## config.mk

```make
export PLATFORM = sky130hd
export DESIGN_NAME = strict_base64_decoder
export DESIGN_NICKNAME = d
export VERILOG_FILES = /design/src/hw/rtl/b64d_pkg.sv /design/src/hw/rtl/strict_base64_decoder.sv
export SDC_FILE = /design/constraint.sdc
export NUM_CORES = 1
export LEC_CHECK = 0
export BUFFER_PORTS_ARGS = -buffer_cell sky130_fd_sc_hd__buf_2
export CORE_MARGIN = 3
export CORE_UTILIZATION = 30
export CTS_CLUSTER_DIAMETER = 200
export DETAILED_ROUTE_END_ITERATION = 7
export SETUP_SLACK_MARGIN = 0.15
export SYNTH_ARGS = -nofsm -noshare
export SYNTH_HDL_FRONTEND = slang
export SYNTH_SLANG_ARGS = --single-unit
```

## constraint.sdc

```tcl
create_clock -name clock -period 3.7 [get_ports clock]
set_input_delay 0.555 -clock clock [delete_from_list [all_inputs] [get_ports clock]]
set_output_delay 0.555 -clock clock [all_outputs]
set_load 0.03 [all_outputs]
```

## src/hw/rtl/b64d_pkg.sv

```systemverilog
// ============================================================================
// b64d_pkg
// Shared types, status codes and the character decode for the strict base64
// decoder.
// ============================================================================
package b64d_pkg;

   // status codes carried on the final response
   localparam logic [2:0] ST_OK      = 3'd0;
   localparam logic [2:0] ST_LENGTH  = 3'd1;
   localparam logic [2:0] ST_PAD     = 3'd2;
   localparam logic [2:0] ST_CHAR    = 3'd3;
   localparam logic [2:0] ST_PADBITS = 3'd4;

   // sextet code for a character outside the alphabet
   localparam logic [6:0] NO_SEXTET  = 7'd64;
   localparam logic [7:0] PAD_CHAR   = 8'h3D;

   // response queue sizing: one request can add up to three responses
   localparam int         MAX_RSP    = 3;
   localparam int         QUEUE_DEPTH = 6;
   localparam int         PTR_W      = $clog2(QUEUE_DEPTH);
   localparam int         CNT_W      = $clog2(QUEUE_DEPTH + 1);

   typedef struct packed {
      logic [7:0] char_code;
      logic       end_of_text;
   } req_type;

   typedef struct packed {
      logic [7:0] data_byte;
      logic       byte_valid;
      logic       final_result;
      logic [2:0] status;
   } rsp_type;

   // map an ascii code to its sextet, or NO_SEXTET
   function automatic logic [6:0] sextet_of(input logic [7:0] c);
      logic [6:0] v;
      if (c >= 8'h41 && c <= 8'h5A) begin
         v = 7'(c - 8'h41);
      end else if (c >= 8'h61 && c <= 8'h7A) begin
         v = 7'(c - 8'h61 + 8'd26);
      end else if (c >= 8'h30 && c <= 8'h39) begin
         v = 7'(c - 8'h30 + 8'd52);
      end else if (c == 8'h2B) begin
         v = 7'd62;
      end else if (c == 8'h2F) begin
         v = 7'd63;
      end else begin
         v = NO_SEXTET;
      end
      return v;
   endfunction

endpackage

```

## src/hw/rtl/strict_base64_decoder.sv

```systemverilog
// ============================================================================
// strict_base64_decoder
// Strict base64 decoder: one character per request, one to three bytes per
// completed group, first error latched and reported on the final response.
// ============================================================================
// responses are registered: written into the queue when the request is accepted
// throughput: while rsp_stall is low, one character per cycle sustained; a group
//   of four characters gives at most three responses, drained one per cycle from
//   a six-entry queue; req_stall is raised while it holds over three responses
// reset (synchronous, active high) clears the group state and empties the queue
module strict_base64_decoder (
   input  logic              clock,
   input  logic              reset,
   input  logic              req_valid,
   output logic              req_stall,
   input  b64d_pkg::req_type req_data,
   output logic              rsp_valid,
   input  logic              rsp_stall,
   output b64d_pkg::rsp_type rsp_data
);

   // decoder state
   logic [1:0]  gpos_ff, gpos_in;
   logic [17:0] acc_ff, acc_in;
   logic [1:0]  pmode_ff, pmode_in;
   logic        pdone_ff, pdone_in;
   logic [2:0]  err_ff, err_in;

   // response queue
   b64d_pkg::rsp_type               queue_ff [b64d_pkg::QUEUE_DEPTH];
   logic [b64d_pkg::PTR_W-1:0]      wptr_ff, wptr_in;
   logic [b64d_pkg::PTR_W-1:0]      rptr_ff, rptr_in;
   logic [b64d_pkg::CNT_W-1:0]      count_ff, count_in;

   logic              accept;
   logic              pop;
   logic [1:0]        nres;
   b64d_pkg::rsp_type res [b64d_pkg::MAX_RSP];
   logic [b64d_pkg::PTR_W-1:0] widx [b64d_pkg::MAX_RSP];

   // wrap a pointer plus offset into the queue depth
   function automatic logic [b64d_pkg::PTR_W-1:0] wrap_add(
      input logic [b64d_pkg::PTR_W-1:0] p,
      input logic [1:0]                 k
   );
      logic [b64d_pkg::PTR_W:0] s;
      s = {1'b0, p} + (b64d_pkg::PTR_W+1)'(k);
      if (s >= (b64d_pkg::PTR_W+1)'(b64d_pkg::QUEUE_DEPTH)) begin
         s = s - (b64d_pkg::PTR_W+1)'(b64d_pkg::QUEUE_DEPTH);
      end
      return s[b64d_pkg::PTR_W-1:0];
   endfunction

   // handshakes
   assign req_stall = (count_ff > b64d_pkg::CNT_W'(b64d_pkg::QUEUE_DEPTH - b64d_pkg::MAX_RSP));
   assign accept    = req_valid && !req_stall;
   assign rsp_valid = (count_ff != '0);
   assign pop       = rsp_valid && !rsp_stall;
   assign rsp_data  = queue_ff[rptr_ff];

   // decode one character against the group state
   always_comb begin
      logic [6:0]  v;
      logic [1:0]  pads;
      logic        complete;
      logic [23:0] t;
      logic [1:0]  newpos;
      logic [2:0]  status;
      gpos_in  = gpos_ff;
      acc_in   = acc_ff;
      pmode_in = pmode_ff;
      pdone_in = pdone_ff;
      err_in   = err_ff;
      v        = '0;
      pads     = '0;
      complete = 1'b0;
      nres     = '0;
      t        = '0;
      status   = b64d_pkg::ST_OK;
      for (int k = 0; k < b64d_pkg::MAX_RSP; k++) begin
         res[k] = '0;
      end

      if (err_ff == b64d_pkg::ST_OK) begin
         if (pdone_ff) begin
            err_in = b64d_pkg::ST_PAD;
         end else if (req_data.char_code == b64d_pkg::PAD_CHAR) begin
            if (gpos_ff < 2'd2) begin
               err_in = b64d_pkg::ST_PAD;
            end else if (gpos_ff == 2'd2) begin
               pmode_in = 2'd1;
               acc_in   = {acc_ff[11:0], 6'd0};
            end else begin
               pads     = pmode_ff + 2'd1;
               complete = 1'b1;
            end
         end else if (pmode_ff != 2'd0) begin
            err_in = b64d_pkg::ST_PAD;
         end else begin
            v = b64d_pkg::sextet_of(req_data.char_code);
            if (v == b64d_pkg::NO_SEXTET) begin
               err_in = b64d_pkg::ST_CHAR;
            end else if (gpos_ff < 2'd3) begin
               acc_in = {acc_ff[11:0], v[5:0]};
            end else begin
               complete = 1'b1;
            end
         end

         // group closed: check discarded bits, emit bytes
         if (complete) begin
            t = {acc_ff, v[5:0]};
            if (pads == 2'd2 && acc_ff[9:6] != 4'd0) begin
               err_in = b64d_pkg::ST_PADBITS;
            end else if (pads == 2'd1 && acc_ff[1:0] != 2'd0) begin
               err_in = b64d_pkg::ST_PADBITS;
            end else begin
               res[0].data_byte  = t[23:16];
               res[0].byte_valid = 1'b1;
               res[1].data_byte  = t[15:8];
               res[1].byte_valid = 1'b1;
               res[2].data_byte  = t[7:0];
               res[2].byte_valid = 1'b1;
               nres = 2'd3 - pads;
            end
            if (pads != 2'd0) begin
               pdone_in = 1'b1;
            end
            pmode_in = 2'd0;
            acc_in   = '0;
         end
      end

      newpos  = gpos_ff + 2'd1;
      gpos_in = newpos;

      // last character: attach status and clear for the next string
      if (req_data.end_of_text) begin
         status = (newpos != 2'd0) ? b64d_pkg::ST_LENGTH : err_in;
         if (status != b64d_pkg::ST_OK) begin
            nres = 2'd0;
         end
         if (nres == 2'd0) begin
            res[0] = '0;
            nres   = 2'd1;
         end
         res[nres - 2'd1].final_result = 1'b1;
         res[nres - 2'd1].status       = status;
         gpos_in  = '0;
         acc_in   = '0;
         pmode_in = '0;
         pdone_in = 1'b0;
         err_in   = b64d_pkg::ST_OK;
      end
   end

   // queue pointer and count update
   always_comb begin
      for (int k = 0; k < b64d_pkg::MAX_RSP; k++) begin
         widx[k] = wrap_add(wptr_ff, 2'(k));
      end
      wptr_in  = accept ? wrap_add(wptr_ff, nres) : wptr_ff;
      rptr_in  = pop ? wrap_add(rptr_ff, 2'd1) : rptr_ff;
      count_in = count_ff + (accept ? b64d_pkg::CNT_W'(nres) : '0)
                 - (pop ? b64d_pkg::CNT_W'(1) : '0);
   end

   // control registers
   always_ff @(posedge clock) begin
      if (reset) begin
         gpos_ff  <= '0;
         acc_ff   <= '0;
         pmode_ff <= '0;
         pdone_ff <= 1'b0;
         err_ff   <= b64d_pkg::ST_OK;
         wptr_ff  <= '0;
         rptr_ff  <= '0;
         count_ff <= '0;
      end else begin
         if (accept) begin
            gpos_ff  <= gpos_in;
            acc_ff   <= acc_in;
            pmode_ff <= pmode_in;
            pdone_ff <= pdone_in;
            err_ff   <= err_in;
         end
         wptr_ff  <= wptr_in;
         rptr_ff  <= rptr_in;
         count_ff <= count_in;
      end
   end

   // queue payload writes
   always_ff @(posedge clock) begin
      if (accept) begin
         for (int k = 0; k < b64d_pkg::MAX_RSP; k++) begin
            if (2'(k) < nres) begin
               queue_ff[widx[k]] <= res[k];
            end
         end
      end
   end

endmodule

```

==> results of run 1 <==
==> layer usage <==
layer,wire [µm],vias up,track usage,share of wire
li1,-,3453,-,-
met1,10800,3448,0.230,0.45
met4,551,0,0.0530,0.023
met5,0,-,0,0
met3,1790,51,0.0334,0.075
met2,10900,289,0.265,0.45
==> cell type report <==
type | instances | area share
inverter | 25 | 0.0108
sequential | 115 | 0.317
clock inverter | 14 | 0.0140
timing repair buffer | 131 | 0.103
clock buffer | 18 | 0.0440
multi-input combinational | 655 | 0.469
tap | 330 | 0.0424
==> path summary, 6_finish.rpt <==
path / slack, ps / cells past startpoint / to / startpoint
worst min register to register: 460 / 2 / err_ff[2] / err_ff[2]
worst min-delay path: 460 / 2 / err_ff[2] / err_ff[2]
worst max register to register: 310 / 7 / queue_ff[1][2] / wptr_ff[0]
worst max-delay path: 250 / 15 / wptr_ff[1] / req_data[1]
==> cells in the mapped netlist (all sizes together) (16+ instances only) <==
cell type  instances  area, µm²
inv               25       93.8
a31oi             41        257
nor2              62        235
nor3              54        275
nand4             20        131
nand2             69        262
buf               35        206
mux2i             32        320
edfxtp            78       2340
clkbuf            41        154
ha                24        300
nor3b             16        120
o21ai             27        139
a21oi             45        240
nand3             77        390
dfxtp             37        741
or4               17        128
==> repair_timing <==
item	4_1_cts	5_1_grt
hold buffers	0	0
resized for setup	0	16
setup buffers	0	5
setup endpoints to repair	0	6
==> logic make-up (layout without fill, tap and decap cells) <==
family / Yosys count / after routing / synth area share
buffers and inverters: 101 / 188 / 0.0572
XOR/XNOR: 11 / 11 / 0.0121
AO/OA/AOI/OAI: 183 / 183 / 0.159
AND/OR/NAND/NOR: 390 / 390 / 0.263
adder cells (fa/ha/maj): 26 / 26 / 0.0429
multiplexers: 45 / 45 / 0.0773
flip-flops: 115 / 115 / 0.389
==> layout by cell type (no fill, tap or decap), types with 6 or more instances in the layout <==
cell and count:
mux2i_1 32, clkbuf_16 17, dfxtp_1 36, nor2_1 59, o21ai_0 18, a31oi_1 39, a21o_1 8, clkinvlp_4 7
nor3b_1 15, inv_1 21, buf_4 97, edfxtp_1 78, buf_12 7, mux4_2 13, nand2b_1 14, nor4_1 11
o21ai_1 7, or4_1 17, nor2b_1 14, nor3_1 53, a21oi_1 42, o221ai_1 10, nand2_1 68, o31a_1 12
nand3_1 76, nand4_1 19, xnor2_1 9, ha_1 18, and3_1 12, buf_2 27, a2bb2oi_1 6
==> power by group through the flow <==
stage | sequential, mW | clock, mW | combinational (mW)
after floorplan | 1.48 | 0 | 0.862
after global placement | 1.55 | 0 | 1.11
after detailed placement | 1.55 | 0 | 1.12
after CTS | 1.53 | 1.62 | 1.13
after global routing | 1.54 | 1.68 | 1.26
final | 1.52 | 1.60 | 1.15
==> flip-flops by register name, indices dropped and copies added, names as in the netlist, named ones only <==
name,cells
rptr_ff,3
pmode_ff,1
err_ff,3
pdone_ff,1
queue_ff,78
count_ff,3
gpos_ff,2
acc_ff,18
wptr_ff,3
==> worst max-delay path: stages <==
cell	delay [ps]
buf_2	150
clkinvlp_4	130
buf_4	150
ha_1	180
nand2_1	120
or2_2	150
a41oi_4	130
or4b_4	560
and3b_4	200
a21o_1	190
ha_4	180
fa_2	580
o21ai_2	70
a221oi_2	290
a211oi_2	60
==> per-stage QoR <==
| step | total power, mW | worst slack [ps] |
|---|---|---|
| 2_1_floorplan | 2.34 | -14.9 |
| 3_3_place_gp | 2.66 | -100 |
| 3_5_place_dp | 2.68 | -183 |
| 4_1_cts | 4.27 | 240 |
| 5_1_grt | 4.48 | 147 |
| 6_report | 4.27 | 255 |
==> impl_summary.txt, run 1 <==
----------------------------------------------------
[Critical path]
  Kind of start point of the critical path ... input port
  CP Data Arrival Time ... 3710 ps
  Crit. End Element ... flop
  Maximum fanout encountered on the critical timing path ... 5
  Critical setup path kind ... in -> reg
  Data required time of the critical path ... 3970 ps

[Clock network]
  Clock insertion delay at the later pin of the skew report ... about 420 ps
  H-tree level count ... 4
  Clock tree buffer depth ... 2
  Cell at the root of the clock tree ... clkbuf_16
  Number of sinks handled by clock tree synthesis ... 115
  Clock tree from TritonCTS ... done
  Post-CTS clock slew at the launch and capture registers of the worst setup and hold paths ... 60 ps
  Inserted Clock Buffers ... 17

[STA]
  Hold WS ... 461 ps
  Worst clock skew on the final layout ... 10.4 ps
  Worst Tran Pin Value ... 1310 ps
  Setup tns final ... 0 ps
  Setup violators final ... 0
  Count of endpoints failing hold in the final timing report ... 0
  Share of the clock period used by the worst path ... 0.931
  Relative slew margins ... 0.122
  Fmax achieved ... 0.290 GHz
  RSZ-0062 raised after global routing ... false
  Min Tclk post-route ... roughly 3400 ps
  Max Transition Viols Final ... 0

[Layout]
  Area grow syn2layout ... 22.8%
  Final nets ... approximately 980
  Diodes inserted ... 0
  Number of fill cells ... 2602
  Final Util ... 0.380
  Layout Cell Area excl Fill ... between 9000 and 10000 µm²
  Fraction of final layout cells sized beyond drive strength 1 ... 0.234
  Area of combinational cells with multiple inputs ... around 4600 µm²
  Final std cells w/o fill ... 1288
  Combined flip-flop and latch cell area ... between 3000 and 4000 µm²

[GRT]
  Vias in the first global route ... 6845
  Global-route wire length before repair ... 37700 µm
  Initial antenna violation count ... 0
  Grt ovf ... 0
  Largest net degree at the start of global routing ... 38
  Tot GR Track Use ... 0.167

[Floorplan]
  Core region area ... ~26000 µm²
  Die outline width ... 169 µm
  Y dimension of the die ... 169 µm
  Cell Rows ... 58
  Initial core utilization ... 0.310
  Area enclosed by the die boundary ... 28400 µm²
  I/O pins ... 28

[Synthesis]
  Yosys cell types ... 83
  Main flop type after synthesis ... edfxtp_1
  Post-Synthesis Cells ... 871
  Proportion of register bits with asynchronous set or reset after synthesis ... 0
  Synthesis warning total ... 0
  Net count after synthesis ... a little over 900
  Synthesized area per cell ... 9.11 µm²
  Number of flip-flops and latches in the synthesized netlist ... around 120
  Count of flip-flops with a built-in enable after synthesis ... 78
  Cell Area, Synth ... 7930 µm²
  Register area share after synthesis ... 0.389

[Routing]
  TritonRoute pass-1 iters ... 5
  Total Wirelength ... roughly 24000 µm
  Antenna-violating nets left ... 0
  Wire per inst ... 18.6 µm
  Total number of vias ... 7241
  DRT iter0 DRCs ... approximately 900
  Ratio of routed vias to standard cells ... 5.62
  Remaining routing DRC violations ... 0

[Placement]
  RD Place Congestion ... between 0.9 and 1
  Total placed cells including tap cells ... 1251
  I/O Buffers ... 27
  Post-DP Area ... ~9000 µm²
  Detailed placement HPWL ... roughly 17000 µm

[Pwr]
  Internal ... 2.88 mW
  Power density cells ... around 440 nW/µm²
  Sw power ... 1.39 mW
  Combinational cell fraction of total power ... 0.270
  Portion of total power attributed to sequential cells ... 0.357
  Net switching share of the total power ... 0.326
  Clock network power share ... 0.373
  Leakage power figure ... about 3.4 nW
  Worst supply voltage drop on vdd ... approximately 0.30 mV

[Worst hold path]
  Class of the tightest hold or removal check ... reg -> reg

[Run status]
  Outcome ... completed

[Job]
  Max Cap Violations ... 0

----------------------------------------------------
(Power assumes the default switching activity.)
==> inputs of run 2 (changes only) <==
--- a/config.mk
+++ b/config.mk
@@ -5,6 +5,7 @@
 export SDC_FILE = /design/constraint.sdc
 export NUM_CORES = 1
 export LEC_CHECK = 0
+export ABC_AREA = 1
 export BUFFER_PORTS_ARGS = -buffer_cell sky130_fd_sc_hd__buf_2
 export CORE_MARGIN = 3
 export CORE_UTILIZATION = 30
==> impl_summary.txt, run 2 <==
----------------------------------------------------
[Run status]
  Outcome ... completed

[Floorplan]
  Die outline width ... between 150 and 200 µm
  Core region area ... ~25000 µm²
  Cell Rows ... just under 60
  Initial core utilization ... 0.307
  Y dimension of the die ... 167 µm
  Area enclosed by the die boundary ... 27900 µm²
  I/O pins ... 28

[Placement]
  RD Place Congestion ... 0.930
  I/O Buffers ... 27
  Worst setup timing slack at the placement stage ... -283 ps
  Post-DP Area ... 9220 µm²
  Detailed placement HPWL ... 17000 µm

[STA]
  Max Transition Viols Final ... 0
  Min Tclk post-route ... 3520 ps
  Worst Tran Pin Value ... 969 ps
  Count of endpoints failing hold in the final timing report ... 0
  Post-route setup slack ... 185 ps
  Fmax achieved ... between 0.2 and 0.3 GHz
  Share of the clock period used by the worst path ... 0.950
  RSZ-0062 raised after global routing ... true
  Relative slew margins ... 0.353
  Setup violators final ... 0
  Worst clock skew on the final layout ... 10.5 ps

[Synthesis]
  Cell Area, Synth ... approximately 8000 µm²
  Register area share after synthesis ... 0.396
  Leading post-synthesis cells by instance count ... nand2_1 (284), nor2_1 (166), inv_1 (122)
  Yosys cell types ... slightly above 50
  Proportion of register bits with asynchronous set or reset after synthesis ... 0
  Top-count cell post-synth ... nand2_1
  Post-synth top area share ... 0.301
  Number of flip-flops and latches in the synthesized netlist ... roughly 120
  Leading area contributor after synthesis ... edfxtp_1
  Synthesized area per cell ... 7.31 µm²
  Net count after synthesis ... 1104
  Synthesis warning total ... 0
  Leading cell types by total area after synthesis ... edfxtp_1 (30%), nand2_1 (14%), dfxtp_1 (9.5%), nor2_1 (8.0%), inv_1 (5.9%)
  Count of flip-flops with a built-in enable after synthesis ... 78
  Main flop type after synthesis ... edfxtp_1
  Post-Synthesis Cells ... 1065

[GRT]
  Grt ovf ... 0
  Largest net degree at the start of global routing ... 40
  Initial antenna violation count ... 0
  Global-route wire length before repair ... 37000 µm
  Vias in the first global route ... just under 7000
  Tot GR Track Use ... 0.166

[Clock network]
  Post-CTS clock slew at the launch and capture registers of the worst setup and hold paths ... roughly 60 ps
  Clock insertion delay at the later pin of the skew report ... between 400 and 500 ps
  Number of sinks handled by clock tree synthesis ... about 120
  Clock tree buffer depth ... 2
  Clock tree from TritonCTS ... done
  Cell at the root of the clock tree ... clkbuf_16
  Inserted Clock Buffers ... 17
  H-tree level count ... 4

[Routing]
  Total Wirelength ... 23700 µm
  DRT iter0 DRCs ... 583
  TritonRoute pass-1 iters ... 7
  Remaining routing DRC violations ... 0
  Ratio of routed vias to standard cells ... ~5
  Total number of vias ... 7514
  Wire per inst ... 15.4 µm
  Antenna-violating nets left ... 0

[Layout]
  Layout Cell Area excl Fill ... slightly above 10000 µm²
  Area grow syn2layout ... 30.7%
  Most frequent standard cell in the layout excluding fill and tap cells ... nand2_1
  Most frequent cells in the layout ... nand2_1 (260), nor2_1 (159), buf_4 (117)
  Fraction of final layout cells sized beyond drive strength 1 ... 0.253
  Flip-flop count of the largest register, all copies and words added ... between 70 and 80
  Final Util ... 0.402
  Diodes inserted ... 0
  Final nets ... 1236

[Pwr]
  Power, Total ... about 4.7 mW
  Leakage power figure ... 4.83 nW
  Power density cells ... 464 nW/µm²
  Worst supply voltage drop on vdd ... 0.303 mV

[Critical path]
  Slack of the worst reg-to-reg path ... 480 ps
  Master of the slowest instance on the critical path ... o21ai_0
  CP Data Arrival Time ... 3680 ps
  End of the worst register-to-register path ... count_ff[1]
  Kind of start point of the critical path ... input port
  Worst r2r path cells ... 22
  Critical setup path kind ... in -> reg
  Crit. End Element ... flop
  Maximum fanout encountered on the critical timing path ... 10
  Data required time of the critical path ... 3870 ps
  Cell-by-cell trace of the critical path ... buf_2 > nand2_1 > inv_1 > nand2_1 > inv_1 > nand3_1 > nand3_2 > nand2_1 > nand2_2 > nor2_2 > nand3_2 > nand2_4 > a21boi_4 > nand2_2 > nor3_4 > nand3_2 > nand2_4 > nand2_8 > inv_4 > nor2_4 > buf_4 > o21ai_0 > nand3_1 > buf_4
  Slowest Stage Delay on Critical Path ... 310 ps
  Critical register-to-register path startpoint ... gpos_ff[0]

[Worst hold path]
  Class of the tightest hold or removal check ... reg -> reg
  Worst hold start ... acc_ff[14]
  Number of cells on the worst hold path ... 2
  Hold worst-path end ... acc_ff[14]

[Job]
  Max Cap Violations ... 0

----------------------------------------------------
-- run 2: changes by cell type after synthesis, sizes merged, moves of 15 or more --
cell    previous run  this run
nor2              62       176
a31oi             41         4
or4               17         0
clkbuf            41        19
nor2b             15         0
inv               25       126
nand2b            15         0
o21ai             27        59
nand2             69       294
nor3b             16         1
nor3              54         8
mux2i             32         0
-- run 2: worst max-delay path, delay by kind of cell --
family | cells | cell delay (ps)
AOI/OAI and AO/OA | 2 | 500
buffers and inverters | 6 | 920
and+or+nand+nor | 16 | 1690
-- run 2: metal layers --
layer	GRT usage	vias up	share of wire
met5	0	-	0
li1	-	3767	-
met1	0.230	3483	0.46
met4	0.0552	0	0.024
met3	0.0278	47	0.055
met2	0.264	217	0.46
-- run 2: stage by stage --
step	TNS, ps	hold slack (ps)	cells
after floorplan	-71.1	445	1065
after global placement	-9080	456	1495
after detailed placement	-14170	457	1495
after CTS	0	466	1527
after global routing	0	497	1540
final	0	472	1540
-- run 2: timing repair --
action	4_1_cts	5_1_grt
endpoints found under the setup margin	0	135
buffers inserted	0	13
hold buffers	0	0
gates resized for setup	0	83
-- run 2: cells by family after synthesis --
group                      after synthesis  synth area share
and+or+nand+nor                        588             0.336
AOI/OAI and AO/OA                      154             0.118
adders and majority gates               26            0.0437
buffers and inverters                  170            0.0920
xor gates and xnor gates                12            0.0135
DFF                                    115             0.396
-- run 2: final cells by class --
type / count / area [µm²]
clock buffers: 17 / 425
clock inverters: 15 / 161
fillers: 2543 / 15200
inverters: 127 / 503
multi-input cells: 780 / 4310
flip-flops and latches: 115 / 3080
well taps: 330 / 413
repair buffers: 156 / 1280
-- run 2: power breakdown --
group | internal, mW | switching [mW] | total (mW)
Sequential | 1.47 | 0.123 | 1.59
Clock | 0.956 | 0.693 | 1.65
Combinational | 0.500 | 0.978 | 1.48
-- run 2: worst max-delay path by stage --
| stage | start | end | slack, ps | cells past startpoint |
|---|---|---|---|---|
| 2_1_floorplan | req_data[3] | count_ff[1] | -40 | 32 |
| 3_3_place_gp | req_data[4] | count_ff[1] | -230 | 32 |
| 3_5_place_dp | req_data[4] | count_ff[1] | -280 | 32 |
| 4_1_cts | req_data[4] | count_ff[1] | 170 | 32 |
| 5_1_grt | req_data[2] | count_ff[1] | 5 | 31 |
| 6_report | req_data[5] | queue_ff[0][12] | 180 | 24 |
==> inputs of run 3 (changes only) <==
--- a/config.mk
+++ b/config.mk
@@ -8,9 +8,10 @@
 export ABC_AREA = 1
 export BUFFER_PORTS_ARGS = -buffer_cell sky130_fd_sc_hd__buf_2
 export CORE_MARGIN = 3
-export CORE_UTILIZATION = 30
+export CORE_UTILIZATION = 50
 export CTS_CLUSTER_DIAMETER = 200
 export DETAILED_ROUTE_END_ITERATION = 7
+export PLACE_DENSITY = 0.69
 export SETUP_SLACK_MARGIN = 0.15
 export SYNTH_ARGS = -nofsm -noshare
 export SYNTH_HDL_FRONTEND = slang
==> constraint.sdc (replaced) <==
create_clock -name clock -period 3.1 [get_ports clock]
set_input_delay 0.465 -clock clock [delete_from_list [all_inputs] [get_ports clock]]
set_output_delay 0.465 -clock clock [all_outputs]
set_load 0.03 [all_outputs]
==> impl_summary.txt, run 3 (same netlist as run 2, synthesis figures left out) <==
----------------------------------------------------
[Run status]
  Outcome ... finished with violations
  Failing checks ... setup timing

[Critical path]
  Slowest Stage Delay on Critical Path ... 190 ps
  End of the worst register-to-register path ... count_ff[1]
  Data required time of the critical path ... ~3300 ps
  Dominant cell type by count on the critical path ... nand2_4
  CP Data Arrival Time ... 3690 ps
  Slack of the worst reg-to-reg path ... -210 ps
  Critical setup path kind ... in -> reg
  Maximum fanout encountered on the critical timing path ... 8
  Master of the slowest instance on the critical path ... ha_1
  Worst r2r path cells ... 22
  Crit. End Element ... flop
  Critical register-to-register path startpoint ... gpos_ff[0]
  Kind of start point of the critical path ... input port

[STA]
  Worst Tran Pin Value ... approximately 890 ps
  Count of endpoints failing hold in the final timing report ... 0
  Post-route setup slack ... -410 ps
  Setup violators final ... 143
  Worst clock skew on the final layout ... 8.28 ps
  Relative slew margins ... 0.402
  Max Transition Viols Final ... 0
  RSZ-0062 raised after global routing ... true
  Min Tclk post-route ... 3510 ps
  Share of the clock period used by the worst path ... 1.13
  Fmax achieved ... 0.285 GHz

[Routing]
  Total Wirelength ... 30000 µm
  Total number of vias ... 8900
  DRT iter0 DRCs ... roughly 1200
  Wire per inst ... 20.5 µm
  Ratio of routed vias to standard cells ... 6.07
  Remaining routing DRC violations ... 0
  TritonRoute pass-1 iters ... 6
  Antenna-violating nets left ... 0

[Clock network]
  Count of hold-fix buffers inserted at cts ... 0
  Clock insertion delay at the later pin of the skew report ... approximately 430 ps
  H-tree level count ... 4
  Clock tree buffer depth ... 2
  Cell at the root of the clock tree ... clkbuf_16
  Inserted Clock Buffers ... 17
  Post-CTS clock slew at the launch and capture registers of the worst setup and hold paths ... 60 ps
  Clock tree from TritonCTS ... done
  Number of sinks handled by clock tree synthesis ... 115

[GRT]
  Global-route wire length before repair ... approximately 40000 µm
  Tot GR Track Use ... 0.302
  Vias in the first global route ... 7763
  Initial antenna violation count ... 0
  Largest net degree at the start of global routing ... 27
  Grt ovf ... 0

[Placement]
  Post-DP Area ... 9280 µm²
  I/O Buffers ... 27
  RD Place Congestion ... 0.944
  Detailed placement HPWL ... 16000 µm

[Layout]
  Flip-flop count of the largest register, all copies and words added ... 78
  Final nets ... approximately 1300
  Most frequent standard cell in the layout excluding fill and tap cells ... nand2_1
  Diodes inserted ... 0
  Area of combinational cells with multiple inputs ... 5020 µm²
  Final Util ... 0.781
  Layout Cell Area excl Fill ... 11600 µm²
  Combined flip-flop and latch cell area ... 3080 µm²
  Fraction of final layout cells sized beyond drive strength 1 ... 0.384
  Number of fill cells ... slightly below 900
  Most frequent cells in the layout ... nand2_1 (219), buf_4 (145), nor2_1 (136)
  Area grow syn2layout ... 49.1%

[Worst hold path]
  Number of cells on the worst hold path ... 2
  Class of the tightest hold or removal check ... in -> reg
  Hold worst-path end ... count_ff[0]
  Worst hold start ... reset

[Floorplan]
  Cell Rows ... 44
  Die outline width ... 131 µm
  Y dimension of the die ... 131 µm
  Initial core utilization ... 0.524
  Core region area ... between 10000 and 15000 µm²
  I/O pins ... 28
  Area enclosed by the die boundary ... 17100 µm²

[Pwr]
  Power density cells ... 508 nW/µm²
  Worst supply voltage drop on vdd ... 0.544 mV
  Leakage power figure ... 5.41 nW

[Job]
  Max Cap Violations ... 0

----------------------------------------------------
## run 3: cell types whose count changed in the layout (fill, tap and decap cells not counted), moves of 10 or more
cell     change
inv_1       -11
nand3_4     +17
inv_2       +11
nor2_4      +19
nand3_1     -22
o21ai_2     +12
nand2_1     -41
nor2_1      -23
buf_12      +10
buf_6       +27
buf_4       +28
nand2_2     +19
nand2_4     +22
## run 3: through the flow
stage,setup TNS (ps),std cells,hold WS [ps],total power [mW],setup WS (ps)
2_1_floorplan,-24080,1065,445,3.07,-549
3_3_place_gp,-69920,1362,453,3.64,-681
3_5_place_dp,-82990,1362,459,3.67,-816
4_1_cts,-11650,1449,425,5.67,-183
5_1_grt,-57450,1467,445,6.13,-536
6_report,-42070,1467,445,5.89,-410
## run 3: worst max-delay path: cells and delay by family
family / cells / cell delay (ps)
adders and majority gates: 1 / 190
and+or+nand+nor: 20 / 1980
buffers and inverters: 8 / 1040
## run 3: what timing repair did
item / CTS / global route
gates resized for setup: 133 / 148
pin swaps: 63 / 91
hold endpoints to repair: 0 / 0
cloned: 6 / 2
buffers inserted: 49 / 16
setup endpoints to repair: 143 / 161
## run 3: metal layers
metal,up-vias,global-route usage,wire [µm]
met5,-,0,0
met4,0,0.121,2020
met3,200,0.0772,3610
met2,717,0.490,13800
met1,4063,0.386,10600
li1,3920,-,-
## run 3: where the power goes
| part | total, mW | internal, mW | switching, mW | leakage, nW |
|---|---|---|---|---|
| Sequential | 1.85 | 1.75 | 0.101 | 1.06 |
| Clock | 1.93 | 1.12 | 0.814 | 0.268 |
| Combinational | 2.10 | 0.726 | 1.38 | 4.08 |
## run 3: final cells by class
| class | count | area share |
|---|---|---|
| clock buffers | 17 | 0.0367 |
| well taps | 184 | 0.0198 |
| inverters | 127 | 0.0435 |
| clock inverters | 15 | 0.0127 |
| flip-flops and latches | 115 | 0.266 |
| repair buffers | 229 | 0.189 |
| multi-input cells | 780 | 0.433 |
## run 3: worst max path at each step
stage	start	to	slack [ps]	cells past startpoint
floorplan	req_data[3]	count_ff[1]	-550	32
global placement	req_data[2]	count_ff[1]	-680	29
detailed placement	req_data[2]	wptr_ff[1]	-820	29
CTS	req_data[2]	count_ff[1]	-180	30
global route	req_data[2]	queue_ff[2][3]	-540	33
finish	req_data[2]	queue_ff[2][10]	-410	29
